$ cat config.mk
export PLATFORM = sky130hd
export DESIGN_NAME = packet_rate_interval_binner
export DESIGN_NICKNAME = d
export VERILOG_FILES = /design/src/rtl/core/prib_pkg.sv /design/src/rtl/core/packet_rate_interval_binner.sv
export SDC_FILE = /design/constraint.sdc
export NUM_CORES = 1
export LEC_CHECK = 0
export BUFFER_PORTS_ARGS = -buffer_cell sky130_fd_sc_hd__buf_2
export CORE_MARGIN = 2
export CORE_UTILIZATION = 55
export DETAILED_ROUTE_END_ITERATION = 8
export GPL_ROUTABILITY_DRIVEN = 0
export GPL_TIMING_DRIVEN = 0
export PLACE_DENSITY = 0.74
export SLEW_MARGIN = 5
export SYNTH_ARGS = -nofsm -noshare
export SYNTH_HDL_FRONTEND = slang
export SYNTH_SLANG_ARGS = --single-unit
$ cat constraint.sdc
create_clock -name clk -period 13.8 [get_ports clk]
set_input_delay 0 -clock clk [delete_from_list [all_inputs] [get_ports clk]]
set_output_delay 0 -clock clk [all_outputs]
set_load 0.01 [all_outputs]
$ cat src/rtl/core/prib_pkg.sv
// types and constants for the packet rate interval binner
// no dependencies; imported by the top level and its checker
`timescale 1ns / 1ps
`default_nettype none

package prib_pkg;

  // field widths
  localparam int TIME_BITS = 56;
  localparam int BE_W      = TIME_BITS + 2;
  localparam int CNT_W     = $clog2(TIME_BITS);
  localparam int SIZE_W    = 16;
  localparam int PKT_W     = 32;
  localparam int BYTE_W    = 48;
  localparam int EMPTY_W   = 32;
  localparam int IV_W      = 32;

  // configuration port
  localparam int ADDR_W = 2;
  localparam logic [ADDR_W-1:0] ADDR_INTERVAL = 2'd0;
  localparam logic [IV_W-1:0] INTERVAL_RESET = 32'd100000;

  typedef struct packed {
    logic [TIME_BITS-1:0] timestamp;
    logic [SIZE_W-1:0]    packet_size;
  } in_item_t;

  typedef struct packed {
    logic [PKT_W-1:0]   bin_packets;
    logic [BYTE_W-1:0]  bin_bytes;
    logic [EMPTY_W-1:0] empty_bins_after;
  } out_item_t;

  typedef enum logic [2:0] {
    S_IDLE = 3'b001,
    S_DIV  = 3'b010,
    S_EMIT = 3'b100
  } state_t;

endpackage

`default_nettype wire

$ cat src/rtl/core/packet_rate_interval_binner.sv
// a packet inside the open bin is counted in place and in_ready stays high (1 item/cycle)
// a packet that closes the bin starts the gap division: one quotient bit per cycle
//   from the restoring subtract/compare divider in S_DIV, then S_EMIT loads the output once it is free
// the result waits in an output register; the next packet is taken once it is loaded
// reset (synchronous, rst_n low): no bin open, interval_length = 100000, output empty
// top level of the packet rate interval binner; depends on prib_pkg
`timescale 1ns / 1ps
`default_nettype none

module packet_rate_interval_binner (
  input  wire logic                        clk,
  input  wire logic                        rst_n,
  input  wire logic                        in_valid,
  output logic                             in_ready,
  input  wire prib_pkg::in_item_t          in_data,
  output logic                             out_valid,
  input  wire logic                        out_ready,
  output prib_pkg::out_item_t              out_data,
  input  wire logic                        psel,
  input  wire logic                        penable,
  input  wire logic                        pwrite,
  input  wire logic [prib_pkg::ADDR_W-1:0] paddr,
  input  wire logic [31:0]                 pwdata,
  output logic      [31:0]                 prdata,
  output logic                             pready
);
  import prib_pkg::*;

  state_t               state_r, state_nxt;
  logic [IV_W-1:0]      interval_r, interval_nxt;
  logic                 started_r, started_nxt;
  logic [BE_W-1:0]      bin_end_r, bin_end_nxt;
  logic [PKT_W-1:0]     pkt_r, pkt_nxt;
  logic [BYTE_W-1:0]    byte_r, byte_nxt;
  logic [TIME_BITS-1:0] quo_r, quo_nxt;
  logic [IV_W-1:0]      rem_r, rem_nxt;
  logic [CNT_W-1:0]     cnt_r, cnt_nxt;
  logic [TIME_BITS-1:0] t_r, t_nxt;
  logic [IV_W-1:0]      iv_r, iv_nxt;
  logic [PKT_W-1:0]     pend_pkts_r, pend_pkts_nxt;
  logic [BYTE_W-1:0]    pend_bytes_r, pend_bytes_nxt;
  logic                 out_valid_r, out_valid_nxt;
  out_item_t            out_data_r, out_data_nxt;

  logic                 accept;
  logic                 cfg_wr;
  logic [IV_W-1:0]      iv_eff;
  logic                 in_bin;
  logic [BYTE_W:0]      byte_sum;
  logic [IV_W:0]        rem_sh;
  logic                 rem_ge;
  logic [63:0]          quo_wide;
  logic [EMPTY_W-1:0]   empty_sat;

  assign in_ready  = (state_r == S_IDLE);
  assign accept    = in_valid & in_ready;
  assign out_valid = out_valid_r;
  assign out_data  = out_data_r;
  assign pready    = 1'b1;
  assign prdata    = (paddr == ADDR_INTERVAL) ? interval_r : 32'd0;
  assign cfg_wr    = psel & penable & pwrite & pready & (paddr == ADDR_INTERVAL);

  // zero interval acts as one
  assign iv_eff = (interval_r == '0) ? {{(IV_W-1){1'b0}}, 1'b1} : interval_r;

  // open bin hit and saturating byte add
  assign in_bin   = {2'b00, in_data.timestamp} < bin_end_r;
  assign byte_sum = {1'b0, byte_r} + (BYTE_W+1)'(in_data.packet_size);

  // one restoring divider step
  assign rem_sh = {rem_r, quo_r[TIME_BITS-1]};
  assign rem_ge = rem_sh >= {1'b0, iv_r};

  // empty bin count saturates at 32 bits
  assign quo_wide  = 64'(quo_r);
  assign empty_sat = (|quo_wide[63:32]) ? '1 : quo_wide[EMPTY_W-1:0];

  // sequencer and datapath
  always_comb begin
    state_nxt      = state_r;
    interval_nxt   = interval_r;
    started_nxt    = started_r;
    bin_end_nxt    = bin_end_r;
    pkt_nxt        = pkt_r;
    byte_nxt       = byte_r;
    quo_nxt        = quo_r;
    rem_nxt        = rem_r;
    cnt_nxt        = cnt_r;
    t_nxt          = t_r;
    iv_nxt         = iv_r;
    pend_pkts_nxt  = pend_pkts_r;
    pend_bytes_nxt = pend_bytes_r;
    out_valid_nxt  = out_valid_r;
    out_data_nxt   = out_data_r;

    if (cfg_wr) begin
      interval_nxt = pwdata;
    end

    // output transfer frees the register
    if (out_valid_r && out_ready) begin
      out_valid_nxt = 1'b0;
    end

    unique case (state_r)
      S_IDLE: begin
        if (accept) begin
          if (!started_r) begin
            // first packet opens the first bin
            started_nxt = 1'b1;
            bin_end_nxt = BE_W'(in_data.timestamp) + BE_W'(iv_eff);
            pkt_nxt     = {{(PKT_W-1){1'b0}}, 1'b1};
            byte_nxt    = BYTE_W'(in_data.packet_size);
          end else if (in_bin) begin
            // count in the open bin, saturating
            if (pkt_r != '1) begin
              pkt_nxt = pkt_r + 1'b1;
            end
            byte_nxt = byte_sum[BYTE_W] ? '1 : byte_sum[BYTE_W-1:0];
          end else begin
            // close the bin and start the gap division
            pend_pkts_nxt  = pkt_r;
            pend_bytes_nxt = byte_r;
            pkt_nxt        = {{(PKT_W-1){1'b0}}, 1'b1};
            byte_nxt       = BYTE_W'(in_data.packet_size);
            t_nxt          = in_data.timestamp;
            iv_nxt         = iv_eff;
            quo_nxt        = in_data.timestamp - bin_end_r[TIME_BITS-1:0];
            rem_nxt        = '0;
            cnt_nxt        = CNT_W'(TIME_BITS - 1);
            state_nxt      = S_DIV;
          end
        end
      end
      S_DIV: begin
        quo_nxt = {quo_r[TIME_BITS-2:0], rem_ge};
        rem_nxt = rem_ge ? IV_W'(rem_sh - {1'b0, iv_r}) : rem_sh[IV_W-1:0];
        cnt_nxt = cnt_r - 1'b1;
        if (cnt_r == '0) begin
          state_nxt = S_EMIT;
        end
      end
      S_EMIT: begin
        // new end is t - remainder + interval
        bin_end_nxt = BE_W'(t_r) + BE_W'(iv_r) - BE_W'(rem_r);
        if (!out_valid_r || out_ready) begin
          out_valid_nxt                 = 1'b1;
          out_data_nxt.bin_packets      = pend_pkts_r;
          out_data_nxt.bin_bytes        = pend_bytes_r;
          out_data_nxt.empty_bins_after = empty_sat;
          state_nxt                     = S_IDLE;
        end
      end
      default: begin
        state_nxt = S_IDLE;
      end
    endcase
  end

  // control registers
  always_ff @(posedge clk) begin
    if (!rst_n) begin
      state_r     <= S_IDLE;
      interval_r  <= INTERVAL_RESET;
      started_r   <= 1'b0;
      out_valid_r <= 1'b0;
    end else begin
      state_r     <= state_nxt;
      interval_r  <= interval_nxt;
      started_r   <= started_nxt;
      out_valid_r <= out_valid_nxt;
    end
  end

  // payload and datapath registers
  always_ff @(posedge clk) begin
    bin_end_r    <= bin_end_nxt;
    pkt_r        <= pkt_nxt;
    byte_r       <= byte_nxt;
    quo_r        <= quo_nxt;
    rem_r        <= rem_nxt;
    cnt_r        <= cnt_nxt;
    t_r          <= t_nxt;
    iv_r         <= iv_nxt;
    pend_pkts_r  <= pend_pkts_nxt;
    pend_bytes_r <= pend_bytes_nxt;
    out_data_r   <= out_data_nxt;
  end

endmodule

`default_nettype wire

* Word level (Yosys, flattened, before mapping)
Cells that the tools add are included.
Cells by class: add/subtract/negate cells 8, magnitude comparators 2, equality and inequality tests 11, muxes and demuxes 31, bitwise logic cells 5, reductions and logical operators 17
Operators with widths (count):
- 2-to-1 mux 32 bit | 7
- 2-to-1 mux 56 bit | 3
- 2-to-1 mux 58 bit | 2
- one-hot mux 58 bit (2 select lines) | 1
- adder 56 x 32 -> 57 bit | 2
- one-hot mux 56 bit (2 select lines) | 1
- one-hot mux 32 bit (2 select lines) | 1
- < comparator 56 x 58 -> 1 bit | 1
- subtractor 57 x 32 -> 58 bit | 1
- subtractor 56 bit | 1
- adder 48 x 16 -> 49 bit | 1
- 2-to-1 mux 48 bit | 1
- >= comparator 33 x 32 -> 1 bit | 1
- adder 32 x 1 -> 32 bit (second input constant) | 1
- logical NOT 32 bit | 1
- 2-to-1 mux 16 bit | 2
- inequality test 32 bit (second input constant) | 1
- subtractor 32 bit | 1
- OR reduction 24 bit | 1
- 2-to-1 mux 6 bit | 3
- 2-to-1 mux 3 bit | 5
- one-hot mux 6 bit (2 select lines) | 1
- one-hot mux 3 bit (3 select lines) | 1
- inequality test 2 bit (second input constant) | 4
- 19 further kinds | 30
Word-level totals: register bits after elaboration 549, bits of input ports 113, output and inout bits 147, word-level logic and storage cells 92

* Depth between registers and ports, before layout
Gate-level depths: netlist of the first run.
word-level depth 6, depth in mapped cells 16, depth with buffers taken out 16

* Worst setup path after synthesis of the first run
No wires, ideal clock.
kind flip-flop to flip-flop, from register state_r[2], to register cnt_r[0] (enable), library setup time 0.412 ns, arrival time 7.924 ns, data required time 13.388 ns, path slack 5.464 ns, cell stages (with the launch flop) 6, path buffers 0, period minus slack after synthesis 8.336 ns, cell sequence dfxtp_1 > or3b_2 > inv_1 > and2_1 > and3_1 > or2_2
On the way: longest elaborated chain between the ends 4, elaborated cells between the ends (all ways) 8, classes of those cells eq/ne (5); bitwise (1); reduce/logical (2)
Ends and longest elaborated chain:
- start, declared | RTL line packet_rate_interval_binner.sv:29 | state_t state_r, state_nxt;
- start signal, assigned | RTL line packet_rate_interval_binner.sv:168 | state_r <= state_nxt;
- == test 3 x 1 -> 1 bit * | RTL line packet_rate_interval_binner.sv:55 | assign in_ready = (state_r == S_IDLE);
- named net in_ready | RTL line packet_rate_interval_binner.sv:14 | output logic in_ready,
- AND 1 bit | RTL line packet_rate_interval_binner.sv:56 | assign accept = in_valid & in_ready;
- inequality test 2 x 1 -> 1 bit (no line)
- AND reduction 4 bit (no line) *
- end signal, assigned | RTL line packet_rate_interval_binner.sv:182 | cnt_r <= cnt_nxt;
- end, declared | RTL line packet_rate_interval_binner.sv:37 | logic [CNT_W-1:0] cnt_r, cnt_nxt;
The timed path passes the listed nets; every way through them passes the cells marked *. A chain may end at the register's enable or synchronous reset.

* Worst setup path after layout of the first run
from register interval_r[6], to register bin_end_r[55] (data pin)
On the way: longest elaborated chain between the ends 6
Ends and longest elaborated chain:
- start, declared | RTL line packet_rate_interval_binner.sv:30 | logic [IV_W-1:0] interval_r, interval_nxt;
- start signal, assigned | RTL line packet_rate_interval_binner.sv:169 | interval_r <= interval_nxt;
- logical NOT 32 bit | RTL line packet_rate_interval_binner.sv:64 | assign iv_eff = (interval_r == '0) ? {{(IV_W-1){1'b0}}, 1'b1} : interval_r;
- 2-to-1 mux 32 bit | RTL line packet_rate_interval_binner.sv:64
- named net iv_eff[0] | RTL line packet_rate_interval_binner.sv:47 | logic [IV_W-1:0] iv_eff;
- adder 56 x 32 -> 57 bit | RTL line packet_rate_interval_binner.sv:111 | bin_end_nxt = BE_W'(in_data.timestamp) + BE_W'(iv_eff);
- 2-to-1 mux 58 bit | RTL line packet_rate_interval_binner.sv:108 | if (!started_r) begin
- 2-to-1 mux 58 bit | RTL line packet_rate_interval_binner.sv:107 | if (accept) begin
- one-hot mux 58 bit (2 select lines) | RTL line packet_rate_interval_binner.sv:105 | unique case (state_r)
- named net bin_end_nxt[55] | RTL line packet_rate_interval_binner.sv:32 | logic [BE_W-1:0] bin_end_r, bin_end_nxt;
- end signal, assigned | RTL line packet_rate_interval_binner.sv:177 | bin_end_r <= bin_end_nxt;
- end, declared | RTL line packet_rate_interval_binner.sv:32
The timed path passes the listed nets, and every way through them passes these cells. The select of a mux whose other input is x is not followed.

==> results of run 1 <==
==> path summary, 6_finish.rpt <==
path / cells past startpoint / to
setup reg to reg: 15 / bin_end_r[55]
setup / recovery: 15 / bin_end_r[55]
hold / removal: 3 / out_valid
hold reg to reg: 0 / out_data[55]
==> layout make-up <==
type                       instances  area, sq um  share of cell area, %
sequential                       549        16100                   41.5
multi-input combinational       2295        15400                   39.8
timing repair buffer             382         2680                   6.88
clock buffer                      76         1570                   4.04
inverter                         272         1020                   2.63
tap                              782          978                   2.52
buffer                           144          601                   1.55
clock inverter                    36          453                   1.17
==> cells by family after synthesis <==
| family | after synthesis | synth area share (%) |
|---|---|---|
| compound gates | 819 | 15.7 |
| xor+xnor | 240 | 6.34 |
| fa+ha+maj | 233 | 9.60 |
| buf+inv | 416 | 4.89 |
| flops | 549 | 48.6 |
| mux | 28 | 0.849 |
| other cells | 1 | 0.0113 |
| simple gates | 974 | 14.0 |
==> sequential cells by signal, indices dropped and copies added (netlist names), 32 cells and up <==
name / flops
quo_r: 56
bin_end_r: 58
rem_r: 32
pend_bytes_r: 48
byte_r: 48
t_r: 56
pend_pkts_r: 32
iv_r: 32
pkt_r: 32
out_data: 112
interval_r: 32
==> cells in the final DEF, fill, tap and decap left out, drive strengths merged, types with 16 or more instances in the layout <==
cell	count
nor3	39
dfxtp	37
nand4	46
o211ai	16
nor4	21
or3	40
nor2b	23
edfxtp	512
o21bai	31
a21o	86
clkbuf	194
nand3	82
a21boi	34
and2	55
inv	273
buf	293
clkinv	25
and3	48
a211oi	36
xnor2	114
mux2i	27
ha	197
dlygate4sd3	115
nor2	269
xor2	126
o21a	32
o21ai	172
nand2	287
a21oi	294
and4	16
nand2b	25
a31oi	27
fa	36
==> power breakdown <==
part           leakage, nW  switching [mW]  internal (mW)  total, mW
Combinational         9.80           0.340          0.239      0.579
Sequential            5.12          0.0301           1.88       1.91
Clock                0.983           0.688          0.959       1.65
Total                 15.9            1.06           3.08       4.14
==> critical path, stage by stage, from the launching register on <==
cell	delay, ns
dfxtp_1	0.40
nor4_1	0.55
nand4_1	0.15
o21bai_1	0.46
ha_1	0.31
a211oi_1	0.12
o21ai_0	0.20
nand2_1	0.15
o21ai_0	0.62
nand4b_1	0.31
a21o_1	0.28
a21oi_1	0.35
buf_2	0.31
a21oi_1	0.10
nor3_1	0.17
a21oi_1	0.07
==> routing by layer <==
layer	GRT usage, %	vias to the layer above
met5	0	-
met4	10.6	0
met3	4.13	177
met2	46.3	1117
met1	38.2	12600
li1	-	12600
==> per-stage QoR <==
stage,cells,utilization [%],total power [mW]
finish,4536,64.8,4.14
global route,4536,64.8,4.29
CTS,4536,64.8,4.15
detailed placement,4309,59.5,2.49
global placement,4299,59.0,2.48
floorplan,3260,-,2.34
==> run metrics, run 1 <==
Mean Syn Cell Area=approximately 10 sq um; Min-Delay Startpoint=rst_n; Primary FF master, synth=edfxtp_1; clk sinks=between 500 and 600; Highest Signal Layer=met4; Rel. slew slack=about 2%; count leader, synth=edfxtp_1; Yosys cell types=between 90 and 100; RSZ-0062 raised after global routing=false; wire per inst=about 20 microns; Final min period=slightly below 5 ns; syn_nets=3,606; Die Y=250 microns; CP max FO=10; WL met2=approximately 42 mm; DR iter-0 viols=roughly 2,700; post-synthesis sequential area ratio=slightly below 50%; vias in the first global route=25,700; Worst-path clk slew=around 0.06 ns; fill count=~4,700; Core Area=between 0.06 and 0.07 sq mm; maximum clock frequency=205 MHz; Core Rows=90; pwr/cell area=107 mW/mm^2; WHS=around 0.047 ns; worst setup slack after placement=just over 9 ns; postcts setup bufs=0; I/O pins=between 200 and 300; DIE AREA=between 0.06 and 0.07 sq mm; Setup violations, final=0; via count=between 20,000 and 30,000; placed cell area=0.0357 sq mm; max_cap viols=0; final net count=around 4,000; IO buf count=approximately 260; CP arrival=approximately 5.2 ns; Final Hold Viols=0; r2r startpoint=interval_r[6]; total grt overflow=0; H-tree Lvls=2; Synth area leaders=edfxtp_1 46%, ha_1 7.4%, a21oi_1 4.4%; final wirelength=between 80 and 90 mm; DIE WIDTH=between 200 and 250 microns; met3 wire len=7.16 mm; CTS tree=built; hold crit path type=input port to flip-flop; yosys warns=0; ANT cells=0; worst-margin pin slew=roughly 1.5 ns; total CTS buffers=about 60; clk_lat worst skew=around 0.64 ns; EDFF count, synth=512; Met1 Wirelength=approximately 37 mm; layout cells sized above 1=around an eighth; TNS Setup=0 ns; largest area contributor in the netlist=edfxtp_1; FF+latch count, synth=between 500 and 600; TritonRoute pass-1 iters=6; status=finished clean; initial core utilization=between 50% and 60%; buffers from clock root to sink, at most=3; # resized after CTS=0; post-DR vias/cell=5.83; synthesis-to-layout area growth=17.2%; Final WS setup=~8.9 ns; gr usage total=between 20% and 30%; FFs w/ async S/R, synth=0%; top cells by count, synth=512 x edfxtp_1, 292 x a21oi_1, 287 x nand2_1; CP required=around 14 ns; CTS hold repair buffers=around 120; DR DRC count=0; first-pass GRT wire length=approximately 140 mm; Final Slew Violations=0; hpwl dp=about 66 mm; worst setup path startpoint=interval_r[6]; synthesized area=about 0.033 sq mm; Tcrit/Tclk final=around a third; r2r setup slk=a little under 9 ns; initial antenna violation count=0; Mapped Cells=~3,300; largest net degree at the start of global routing=56; post-route cell area=0.0389 sq mm; Worst Setup End Kind=flip-flop; leakage power=roughly 16 nW; Post-DRT Antenna Nets=0; share of Yosys cell area claimed by the top area cell type=46.4%; CTS root buf=clkbuf_16; CP Class=flip-flop to flip-flop; Startpoint Class=flip-flop; Max VDD drop=approximately 110 uV; Final Skew=0.0172 ns
(Power assumes the default switching activity.)
==> inputs of run 2 (changes only) <==
Settings changed: PLACE_DENSITY 0.74 to 0.77.
Clock period 13.8 ns to 4 ns, I/O delays scaled along.
==> run 2 against run 1 <==
- the flow now finishes with violations (negative setup slack)
- sequential power grew to 3.5 times the previous value
- largest power group unchanged
- worst setup slack worse by 9.0 ns
- flip-flop and latch count stayed put
- critical endpoint is now bin_end_r[56]
- non-clock buffer count is 17 higher
- worst hold slack worse by 0.0077 ns
==> run metrics, run 2 (synthesis gave the netlist of run 1 again) <==
r2r startpoint=interval_r[16]; worst setup path startpoint=interval_r[16]; hpwl dp=between 60 and 70 mm; critical-path cell list=nor4_1, nand4_1, o21bai_4, ha_4, fa_2, a211oi_4, nor2_4, o41ai_4, buf_6, o211ai_4, o2111a_2, o21ai_4, nor2_4, a41oi_2, a21bo_2, a31o_2; total grt overflow=0; Internal Power=roughly 10 mW; WP depth=16; most used cell, CP=nor2_4; sw frac=26.3%; Highest Signal Layer=met5; Tcrit/Tclk final=101%; Final Hold Viols=0; total CTS buffers=59; largest net degree at the start of global routing=between 50 and 60; commonest non-fill, non-tap cell in the layout=edfxtp_1; clk sinks=~550; initial core utilization=between 50% and 60%; Worst-path clk slew=around 0.06 ns; fill count=4,597; DR DRC count=0; first-pass GRT wire length=142 mm; clk_lat worst skew=about 0.65 ns; Core Rows=90; max incr delay on CP=about 0.44 ns; TritonRoute pass-1 iters=8; Gate power share=approximately 15%; wire per inst=approximately 20 microns; Worst Setup End Kind=flip-flop; hold crit path type=input port to flip-flop; max reg flops=~110; crit path max-delay cell type=fa_2; commonest cells after routing, fill and taps aside=512 x edfxtp_1, 286 x nand2_1, 283 x a21oi_1; CP required=4.40 ns; Final Skew=roughly 0.033 ns; Final WS setup=-0.0294 ns; layout cells sized above 1=approximately 14%; R2R Path End=bin_end_r[56]; Seq pwr share=between 40% and 50%; via count=between 20,000 and 30,000; CP arrival=around 4.4 ns; Die Y=around 250 microns; Setup violations, final=1; synthesis-to-layout area growth=18.5%; maximum clock frequency=about 250 MHz; R2R depth=16; WL met2=roughly 43 mm; H-tree Lvls=2; Clock Power Share=38.6%; Max VDD drop=approximately 380 uV; leakage power=between 15 and 20 nW; Final min period=between 4 and 5 ns; met3 wire len=9.57 mm; CP Class=flip-flop to flip-flop; failing checks=negative setup slack; Final Slew Violations=0; post-DR vias/cell=5.93; final wirelength=~94 mm; buffers from clock root to sink, at most=3; I/O pins=260; CP max FO=5; Psw=about 3.7 mW; status=finished, violations left; Met1 Wirelength=around 37 mm; DIE AREA=a little over 0.06 sq mm; Finished Core Util=65.5%; CTS root buf=clkbuf_16; top cell family by delay on the critical path=compound AO/OA/AOI/OAI gates; CP bufs+invs=1; Core Area=between 0.06 and 0.07 sq mm; r2r setup slk=-0.03 ns; vias in the first global route=25,800; DR iter-0 viols=between 2,000 and 3,000; post-route cell area=roughly 0.04 sq mm; placed cell area=~0.036 sq mm; final net count=around 4,100; pwr/cell area=approximately 360 mW/mm^2; max_cap viols=0; Rel. slew slack=22.4%; worst-margin pin slew=between 1 and 1.5 ns; critical path endpoint=bin_end_r[56]; gr usage total=29.1%; Post-DRT Antenna Nets=0; DIE WIDTH=between 200 and 250 microns; CTS tree=built; IO buf count=about 260; Startpoint Class=flip-flop; initial antenna violation count=6
[run 2: cell types whose count changed in the layout (fill, tap and decap cells not counted), moves of 6 or more]
cell / previous run / this run
buf_4: 4 / 21
dfxtp_2: 0 / 23
a21oi_2: 2 / 10
a211oi_1: 32 / 26
dfxtp_4: 0 / 7
a21oi_1: 292 / 283
dfxtp_1: 37 / 7
[run 2: layer usage]
metal	vias to the layer above	track usage, %
met2	1319	47.6
li1	12600	-
met1	12800	37.9
met5	-	0
met3	266	6.09
met4	2	11.5
[run 2: how the worst min path moves through the flow]
stage               depth (start not counted)   startpoint  slack (ns)             end
finish                                      3        rst_n        0.04       out_valid
global route                                3        rst_n        0.11  interval_r[29]
CTS                                         3        rst_n        0.03       out_valid
detailed placement                          3    pwdata[9]        0.22   interval_r[9]
global placement                            3   pwdata[15]        0.21  interval_r[15]
floorplan                                   0  in_data[16]         0.1          t_r[0]
[run 2: worst min-delay path: stages]
cell and delay [ns]:
buf_1 0.20, clkbuf_1 0.28, o21a_1 0.16
[run 2: area by class of cell]
class	count	area [sq um]	share of cell area, %
Antenna cell	2	5.00	0.0127
Buffer	144	608	1.55
Clock buffer	71	1550	3.95
Clock inverter	38	374	0.952
Inverter	272	1020	2.60
Multi-Input combinational cell	2299	15800	40.1
Sequential cell	549	16200	41.2
Tap cell	782	978	2.49
Timing Repair Buffer	399	2820	7.18
[run 2: power groups by stage]
stage               Sequential, mW  Combinational, mW  Clock, mW
floorplan                     6.69               1.38          0
detailed placement            6.72               1.90          0
finish                        6.60               2.10       5.47
global route                  6.62               2.29       5.74
global placement              6.72               1.84          0
CTS                           6.60               2.01       5.52
[run 2: per-stage QoR]
step	total power [mW]	worst slack (ns)	hold slack (ns)	setup TNS [ns]	instances
6_report	14.2	-0.0294	0.0391	-0.0294	4556
5_1_grt	14.6	-0.0263	0.107	-0.0852	4556
4_1_cts	14.1	0.0204	0.0323	0	4539
3_5_place_dp	8.62	-1.03	0.219	-60.61	4308
3_3_place_gp	8.56	-2.82	0.213	-488.09	4299
2_1_floorplan	8.06	-1.23	0.0989	-115.66	3260
[run 2: timing repair]
action | in CTS | in global routing
setup endpoints to repair | 225 | 233
hold buffers | 115 | 0
gates resized for setup | 40 | 55
pin swaps | 5 | 20
gates cloned | 3 | 3
setup buffers | 4 | 12
endpoints found under the hold margin | 134 | 0
